--- config.mk ---
export PLATFORM = sky130hd
export DESIGN_NAME = lppp_div_stage
export DESIGN_NICKNAME = d
export VERILOG_FILES = /design/src/lppp_pkg.sv /design/src/lppp_div_stage.sv
export SDC_FILE = /design/constraint.sdc
export NUM_CORES = 1
export LEC_CHECK = 0
export BUFFER_PORTS_ARGS = -buffer_cell sky130_fd_sc_hd__buf_2
export CAP_MARGIN = 20
export CORE_UTILIZATION = 46
export DETAILED_ROUTE_END_ITERATION = 16
export GPL_TIMING_DRIVEN = 0
export PLACE_DENSITY_LB_ADDON = 0.25
export SYNTH_ARGS = -nofsm -noshare
export SYNTH_HDL_FRONTEND = slang
export SYNTH_SLANG_ARGS = --single-unit
export TNS_END_PERCENT = 100
--- constraint.sdc ---
create_clock -name clock -period 7.75 [get_ports clock]
set_clock_uncertainty 0.1 [all_clocks]
set_input_delay 1.55 -clock clock [delete_from_list [all_inputs] [get_ports clock]]
set_output_delay 1.55 -clock clock [all_outputs]
set_load 0.02 [all_outputs]
--- src/lppp_pkg.sv ---
// Shared types and constants for the lidar point to pixel projection block.
`timescale 1ns / 1ps
package lppp_pkg;
   localparam int IMAGE_WIDTH  = 1920;
   localparam int IMAGE_HEIGHT = 1080;
   localparam int QW    = 14;        // quotient bits, enough for limits up to 8192
   localparam int ACCW  = 67;        // sum of three 64-bit products and a 64-bit constant term
   localparam int PIXW  = 11;
   localparam int NREG  = 6;
   localparam int IDXW  = 3;
   localparam int DIVST = QW;        // one quotient bit per stage

   localparam logic [IDXW-1:0] REG_COL_A   = 3'd0;
   localparam logic [IDXW-1:0] REG_COL_B   = 3'd1;
   localparam logic [IDXW-1:0] REG_ROW_A   = 3'd2;
   localparam logic [IDXW-1:0] REG_ROW_B   = 3'd3;
   localparam logic [IDXW-1:0] REG_DEPTH_A = 3'd4;
   localparam logic [IDXW-1:0] REG_DEPTH_B = 3'd5;

   typedef struct packed {
      logic signed [31:0] x;
      logic signed [31:0] y;
      logic signed [31:0] z;
   } point_type;

   typedef struct packed {
      logic signed [31:0] cx;
      logic signed [31:0] cy;
      logic signed [31:0] cz;
      logic signed [31:0] ck;
   } row_coef_type;
endpackage

--- src/lppp_div_stage.sv ---
// One restoring division step for column and row, with the divisor carried along.
`timescale 1ns / 1ps
module lppp_div_stage (
   input  logic                          clock,
   input  logic [3:0]                    bit_sel,
   input  logic [lppp_pkg::ACCW-1:0]     d,
   input  logic [lppp_pkg::ACCW-1:0]     rem_c,
   input  logic [lppp_pkg::ACCW-1:0]     rem_r,
   input  logic [lppp_pkg::QW-1:0]       q_c,
   input  logic [lppp_pkg::QW-1:0]       q_r,
   output logic [lppp_pkg::ACCW-1:0]     d_o,
   output logic [lppp_pkg::ACCW-1:0]     rem_c_o,
   output logic [lppp_pkg::ACCW-1:0]     rem_r_o,
   output logic [lppp_pkg::QW-1:0]       q_c_o,
   output logic [lppp_pkg::QW-1:0]       q_r_o
);
   import lppp_pkg::*;
   logic [ACCW+QW-1:0] t;
   logic cge, rge;
   assign t   = {{QW{1'b0}}, d} << bit_sel;
   assign cge = {{QW{1'b0}}, rem_c} >= t;
   assign rge = {{QW{1'b0}}, rem_r} >= t;
   always_ff @(posedge clock) begin
      d_o     <= d;
      rem_c_o <= cge ? rem_c - t[ACCW-1:0] : rem_c;
      rem_r_o <= rge ? rem_r - t[ACCW-1:0] : rem_r;
      q_c_o   <= q_c | (QW'(cge) << bit_sel);
      q_r_o   <= q_r | (QW'(rge) << bit_sel);
   end
endmodule

* Yosys cells after proc, flatten, opt, wreduce, memory -nomap -nowiden
Cells that the tools add are included.
Word-level totals: register bits after elaboration 229, input bits 234, output and inout bits 229, word-level logic and storage cells 16
Cells by class: add/sub/neg operators 2, magnitude comparators 2, shift operators 3, mux-type cells 2, bitwise logic cells 2
Operator list (count):
- $ge A67 B81 Y1 | 2
- $mux W67 | 2
- $sub A67 B67 Y67 | 2
- $shl A67 B4 Y81 | 1
- $or A14 B14 Y14 | 2
- $shl A1 B4 Y14 | 2

* Logic depth before layout (Yosys ltp)
Gate-level depths: netlist (run 1).
depth in word-level cells 4, mapped depth 26, mapped depth without buffers 17

* Worst setup path after synthesis (run 1)
No wires, ideal clock.
kind in2reg, start input bit_sel[0], end register rem_c_o[10] (netlist bit), library setup time 0.123 ns, arrival time 6.484 ns, data required time 7.527 ns, path slack 1.043 ns, stages on the path 20, buffers on the path 6, cell sequence buf_6 -> buf_2 -> clkbuf_1 -> buf_1 -> mux4_2 -> mux4_2 -> inv_1 -> ha_1 -> nand2_1 -> nor2_1 -> a21o_1 -> a211oi_1 -> a2111oi_2 -> a2111oi_0 -> a311oi_2 -> nand4_1 -> a211o_1 -> buf_6 -> buf_6 -> mux2_1
Between the ends: cells in the longest elaborated chain, start to end 3, elaborated cells on any way between the ends 4, those cells by class add/sub: 1; order compare: 1; shift: 1; mux: 1
Ends and longest elaborated chain:
- start: declaration | RTL line lppp_div_stage.sv:5 | input logic [3:0] bit_sel,
- $shl A67 B4 Y81 (*) | RTL line lppp_div_stage.sv:20 | assign t = {{QW{1'b0}}, d} << bit_sel;
- $sub A67 B67 Y67 / $ge A67 B81 Y1 (equally long branches) | RTL line lppp_div_stage.sv:25, lppp_div_stage.sv:21
- $mux W67 (*) | RTL line lppp_div_stage.sv:25 | rem_c_o <= cge ? rem_c - t[ACCW-1:0] : rem_c;
- end signal: assignment | RTL line lppp_div_stage.sv:25
- end: declaration | RTL line lppp_div_stage.sv:12 | output logic [lppp_pkg::ACCW-1:0] rem_c_o,
Mark *: on every way between the ends. The rest lies on a longest branch, timed or not.

* Worst setup path in the final report (run 1)
start input bit_sel[1], end register rem_c_o[59] (netlist bit)
The elaborated chain is that of the path after synthesis.

==> results of run 1 <==
-- worst max-delay path, delay by kind of cell --
kind,cells,cell delay (ns)
AO/OA/AOI/OAI,5,1.91
XOR/XNOR,1,0.09
adder cells (fa/ha/maj),1,0.31
buffers and inverters,6,2.02
multiplexers,2,0.63
AND/OR/NAND/NOR,5,1.29
-- final timing paths --
kind,to,slack (ns)
max,rem_c_o[59],0.27
min,d_o[51],1.04
-- sequential cells by signal, indices dropped and copies added, names as in the netlist --
| name | flops |
|---|---|
| q_r_o | 14 |
| rem_c_o | 67 |
| d_o | 67 |
| rem_r_o | 67 |
| q_c_o | 14 |
-- power by group --
part / internal, mW / switching, mW
Clock: 0.674 / 0.503
Combinational: 0.787 / 1.39
Sequential: 1.30 / 0.0328
Total: 2.76 / 1.92
-- through the flow --
| step | instance area, um^2 | setup WS [ns] |
|---|---|---|
| 6_report | 21750 | 0.2668 |
| 5_1_grt | 21750 | 0.02969 |
| 4_1_cts | 21700 | 0.04058 |
| 3_5_place_dp | 20870 | -1.530 |
| 3_3_place_gp | 20860 | -1.850 |
| 2_1_floorplan | 17930 | 1.043 |
-- synth_stat cells, drive strengths merged, types with 8 or more instances --
cell    count  area, um^2
xnor2      73       639.4
ha        134        1677
a21oi     189       945.9
nand2     296        1111
o21bai     48       360.4
clkbuf     97       364.1
a21o       65       488.0
nand3      52       260.3
or2         9       56.30
mux4       62        1396
dfxtp     229        4584
nor3       19       95.09
nor2b      25       156.4
xor2       45       394.1
inv        74       277.8
mux2i      28       280.3
and2       15       93.84
o21ai     185       925.9
a211oi     26       195.2
and3       35       219.0
a31oi      38       237.7
mux2       72       810.8
nand2b     15       93.84
nand4      41       256.5
buf        31       202.7
nor4       16       100.1
o21a       15       112.6
o31ai      10       75.07
a41oi       8       70.07
nor2      120       450.4
-- layout make-up --
class / instances / area (um^2) / share of cell area
Multi-Input combinational cell: 1754 / 12540 / 0.5763
Inverter: 75 / 281.5 / 0.01294
Sequential cell: 229 / 4584 / 0.2107
Tap cell: 511 / 639.4 / 0.02939
Buffer: 126 / 581.8 / 0.02675
Antenna cell: 7 / 17.52 / 0.0008052
Timing Repair Buffer: 459 / 2303 / 0.1059
Clock buffer: 35 / 711.9 / 0.03273
Clock inverter: 9 / 97.59 / 0.004486
-- per-layer routing --
layer	routed length (um)	track usage	vias to the layer above
met2	33380	0.5848	1065
met1	29880	0.4638	9016
met3	6098	0.04861	135
met5	0	0	-
met4	2635	0.1238	0
li1	-	-	9010
-- repair_timing --
item	in CTS	in global routing
pin swaps	1	0
hold endpoints to repair	0	0
resized for setup	17	16
endpoints found under the setup margin	160	159
hold buffers	0	0
-- cells by family after synthesis --
| kind of cell | Yosys count |
|---|---|
| AND/OR/NAND/NOR | 673 |
| buffers and inverters | 203 |
| flip-flops | 229 |
| multiplexers | 162 |
| adder cells (fa/ha/maj) | 136 |
| XOR/XNOR | 118 |
| AO/OA/AOI/OAI | 665 |
==> flow_metrics.py, run 1 <==
metrics = {
    "drt": {
        "via_count": 19230,
        "drtIter0Drc": 1670,
        "wirelength_um": 72000,
        "routed_via_density": 5.999,
        "wl_per_cell_um": 22.46,
        "first_pass_iters": 5,
        "drcViolationCount": 0,
        "ant_nets": 0,
    },
    "finish": {
        "final_util": 0.5721,
        "finalNonFillerCells": 3205,
        "layout-drive-gt1-share": 0.2345,
        "layout.cells.most_common_list": "buf_2, nand2_1, dfxtp_1",
        "layout.nets": 3039,
        "final_common_cell": "buf_2",
        "layout.filler_cells": 3592,
        "syn_to_final_growth_pct": 21.35,
    },
    "setup_path": {
        "end_kind": "flip-flop",
        "cp-startpoint": "bit_sel[1]",
        "path_cells": "clkbuf_1, clkbuf_4, clkbuf_2, buf_1, mux4_2, nand2_1, a31oi_1, inv_1, ha_1, clkbuf_1, nand2_1, nor4_1, nand3_1, a2111oi_0, nor3_1, o221ai_1, a221oi_1, o21ai_0, xor2_1, mux2_1",
        "critical_path_required_ns": 8.09,
        "crit_fanout": 19,
        "critPathArrivalTime_ns": 7.83,
        "critPathLaunchType": "input pin",
        "path_class": "in2reg",
        "critPathSlowestCell": "a2111oi_0",
        "slowest_delay_ns": 0.73,
    },
    "sta": {
        "whs_ns": 1.037,
        "rsz0062_at_grt": "no",
        "hold_viol_final": 0,
        "setup_viol": 0,
        "final.setup.tns_ns": 0,
        "clock.fmax_mhz": 133.6,
        "tightest_slew_ns": 0.9664,
        "max_slew_margin": 0.3489,
        "slew_violations": 0,
        "fin_crit_sh": 0.9656,
        "period_needed_ns": 7.483,
    },
    "clock_tree": {
        "clk_pin_slew_worst_paths_ns": 0.06,
        "cts_root_buffer": "clkbuf_16",
        "numCtsBuffers": 24,
        "cts_tree": "done",
        "cts_buffer_depth": 3,
        "h-tree-depth": 1,
        "cts_sinks": 229,
        "post-cts-setup-buffers": 0,
    },
    "synth": {
        "synth_simple_gate_area_share": 0.1744,
        "synth_compound_area_frac": 0.2303,
        "synth_warnings": 0,
        "synth-seq-cells": 229,
        "synth_seq_area_share": 0.2557,
        "synth.distinct_cells": 75,
        "synthFlopType": "dfxtp_1",
        "synth_edf_count": 0,
        "avgSynthCellArea_um2": 8.200,
        "synth_mux_area_frac": 0.1388,
        "syn_area_um2": 17930,
        "synth_xor_xnor_area_share": 0.05765,
        "synthAdderAreaFrac": 0.09576,
        "ys_async_sr_fraction": 0,
        "synthesis.instances": 2186,
        "synth_top_family_by_area": "compound AO/OA/AOI/OAI gates",
        "synth_nets": 2556,
    },
    "status": {
        "status": "completed",
    },
    "min_path": {
        "hp-start": "d[51]",
        "hp-class": "in2reg",
        "holdPathStages": 1,
    },
    "place": {
        "io_buffers": 458,
        "dpl.hpwl_um": 60740,
        "dp_cells": 3156,
        "gp_congestion": 0.9790,
    },
    "grt": {
        "grt_max_degree": 20,
        "grt_pass1_vias": 18020,
        "grt_pass1_wl_um": 105400,
        "overflow": 0,
        "antenna_found_initial": 7,
        "track_usage": 0.3515,
    },
    "floorplan": {
        "start_util": 0.4715,
        "rows": 71,
        "core-area_um2": 38020,
        "die-height_um": 199.4,
        "ios": 463,
        "fp.dieW_um": 199.4,
        "die_area_um2": 39760,
    },
    "pwr": {
        "total_power_mw": 4.686,
        "power.leakage_nw": 9.895,
        "ir_drop_uv": 189.8,
        "pwr_density_cell_nw_per_um2": 215.4,
    },
    "job": {
        "cap_violations": 0,
    },
}
Power figures use the tool's default switching activity.
==> run 2: changes to the inputs <==
CORE_ASPECT_RATIO = 0.6   (was unset)
GPL_ROUTABILITY_DRIVEN = 0   (was unset)
==> run 2 against run 1 <==
  * Non-clock buffer count down 1
  * Combinational power about the same
  * Clock power down 5%
  * First-iteration DRC count up 50%
  * Highest routed layer is now met5
==> flow_metrics.py, run 2 (same netlist as run 1, synthesis figures left out) <==
metrics = {
    "status": {
        "status": "completed",
    },
    "setup_path": {
        "end_kind": "flip-flop",
        "critPathLaunchType": "input pin",
        "path_class": "in2reg",
        "critical_path_required_ns": 8.08,
        "critPathSlowestCell": "nor4b_1",
        "crit_fanout": 19,
        "critPathArrivalTime_ns": 7.89,
        "path_cells": "clkbuf_1, clkbuf_4, clkbuf_2, clkbuf_2, mux4_2, nand2_1, nand3_1, o21ai_0, ha_1, clkbuf_1, and3_1, and3_1, nand2_1, or3b_1, nand3b_1, nor4b_1, nor4_1, xnor2_1, mux2_1",
        "slowest_delay_ns": 0.96,
    },
    "sta": {
        "setup_viol": 0,
        "hold_viol_final": 0,
        "max_slew_margin": 0.3125,
        "final.setup.tns_ns": 0,
        "fin_crit_sh": 0.9751,
        "period_needed_ns": 7.557,
        "slew_violations": 0,
        "rsz0062_at_grt": "no",
        "tightest_slew_ns": 1.022,
        "clock.fmax_mhz": 132.3,
    },
    "floorplan": {
        "rows": 55,
        "core-area_um2": 38060,
        "start_util": 0.4711,
        "ios": 463,
        "die_area_um2": 39790,
        "fp.dieW_um": 256.9,
        "die-height_um": 154.9,
    },
    "clock_tree": {
        "cts_tree": "done",
        "h-tree-depth": 1,
        "cts_root_buffer": "clkbuf_16",
        "cts_sinks": 229,
        "numCtsBuffers": 23,
        "cts_buffer_depth": 3,
        "clk_pin_slew_worst_paths_ns": 0.07,
    },
    "drt": {
        "first_pass_iters": 7,
        "wirelength_um": 73640,
        "ant_nets": 0,
        "drcViolationCount": 0,
        "wl_per_cell_um": 23.03,
        "via_count": 19750,
        "drtIter0Drc": 2512,
        "routed_via_density": 6.176,
    },
    "finish": {
        "syn_to_final_growth_pct": 21.01,
        "reg.largest.list": "d_o: 67 flops, rem_c_o: 67 flops, rem_r_o: 67 flops",
        "layout.filler_cells": 3511,
        "layout.cells.most_common_list": "buf_2, nand2_1, dfxtp_1",
        "regArea_um2": 4584,
        "final_util": 0.5700,
        "finalInstanceArea_um2": 21690,
        "multi_input_area_um2": 12540,
        "layout.nets": 3037,
        "final_common_cell": "buf_2",
        "layout-drive-gt1-share": 0.2355,
        "finalNonFillerCells": 3198,
    },
    "min_path": {
        "holdPathStages": 1,
        "hp-class": "in2reg",
        "hp-start": "d[65]",
        "holdPathEnd": "d_o[65]",
    },
    "job": {
        "cap_violations": 0,
    },
    "pwr": {
        "ir_drop_uv": 140.8,
        "power.leakage_nw": 9.871,
        "pwr_density_cell_nw_per_um2": 214.5,
    },
    "place": {
        "dpl.hpwl_um": 61420,
        "dp_cells": 3159,
        "io_buffers": 458,
        "post_dp_cell_area_um2": 20880,
    },
    "grt": {
        "grt_pass1_vias": 17990,
        "overflow": 0,
        "track_usage": 0.3541,
        "grt_max_degree": 20,
        "grt_pass1_wl_um": 108200,
        "antenna_found_initial": 3,
    },
}
==> run 2: worst max-delay path: cells and delay by family <==
| kind | cells | cell delay [ns] |
|---|---|---|
| and+or+nand+nor | 9 | 3.14 |
| buffers and inverters | 5 | 1.72 |
| adders and majority gates | 1 | 0.38 |
| AOI/OAI and AO/OA | 1 | 0.25 |
| muxes | 2 | 0.62 |
| xor gates and xnor gates | 1 | 0.22 |
==> run 2: area by class of cell <==
type                       count  share of cell area
clock inverter                12            0.004960
buffer                       124             0.02653
inverter                      75             0.01315
multi-input combinational   1754              0.5781
clock buffer                  30             0.02959
antenna                        1           0.0001154
timing repair buffer         460              0.1066
sequential                   229              0.2113
tap                          513             0.02959
==> run 2: worst max path at each step <==
stage               start          end  slack [ns]  cells after the start
6_report       bit_sel[1]  rem_c_o[64]        0.19                     19
5_1_grt        bit_sel[1]     q_r_o[2]        0.02                     22
4_1_cts        bit_sel[0]     q_r_o[2]        0.11                     23
3_5_place_dp   bit_sel[0]     q_r_o[2]       -2.17                     25
3_3_place_gp   bit_sel[0]     q_r_o[2]       -2.35                     24
2_1_floorplan  bit_sel[0]  rem_c_o[10]        1.04                     20
==> run 2: timing repair <==
item | 4_1_cts | 5_1_grt
resized for setup | 16 | 17
hold buffers | 0 | 0
endpoints found under the setup margin | 160 | 159
buffers inserted | 0 | 0
==> run 2: layer usage <==
| layer | share of wire | global-route usage |
|---|---|---|
| met1 | 0.41 | 0.4915 |
| met2 | 0.40 | 0.5107 |
| met3 | 0.14 | 0.1163 |
| met4 | 0.040 | 0.1219 |
| met5 | 0.0010 | 0.008454 |
==> run 2: report_power, final <==
part / total [mW] / leakage, nW / internal, mW / switching [mW]
Clock: 1.12 / 0.364 / 0.623 / 0.497
Combinational: 2.20 / 7.58 / 0.788 / 1.42
Sequential: 1.33 / 1.93 / 1.30 / 0.0285
Total: 4.65 / 9.87 / 2.71 / 1.94
==> run 2: metrics by stage <==
step	power, mW	hold WS, ns	setup slack (ns)
finish	4.652	1.055	0.1929
global route	4.869	1.052	0.01617
CTS	4.595	1.032	0.1054
detailed placement	3.464	1.619	-2.170
global placement	3.425	1.608	-2.348
floorplan	2.805	1.478	1.043
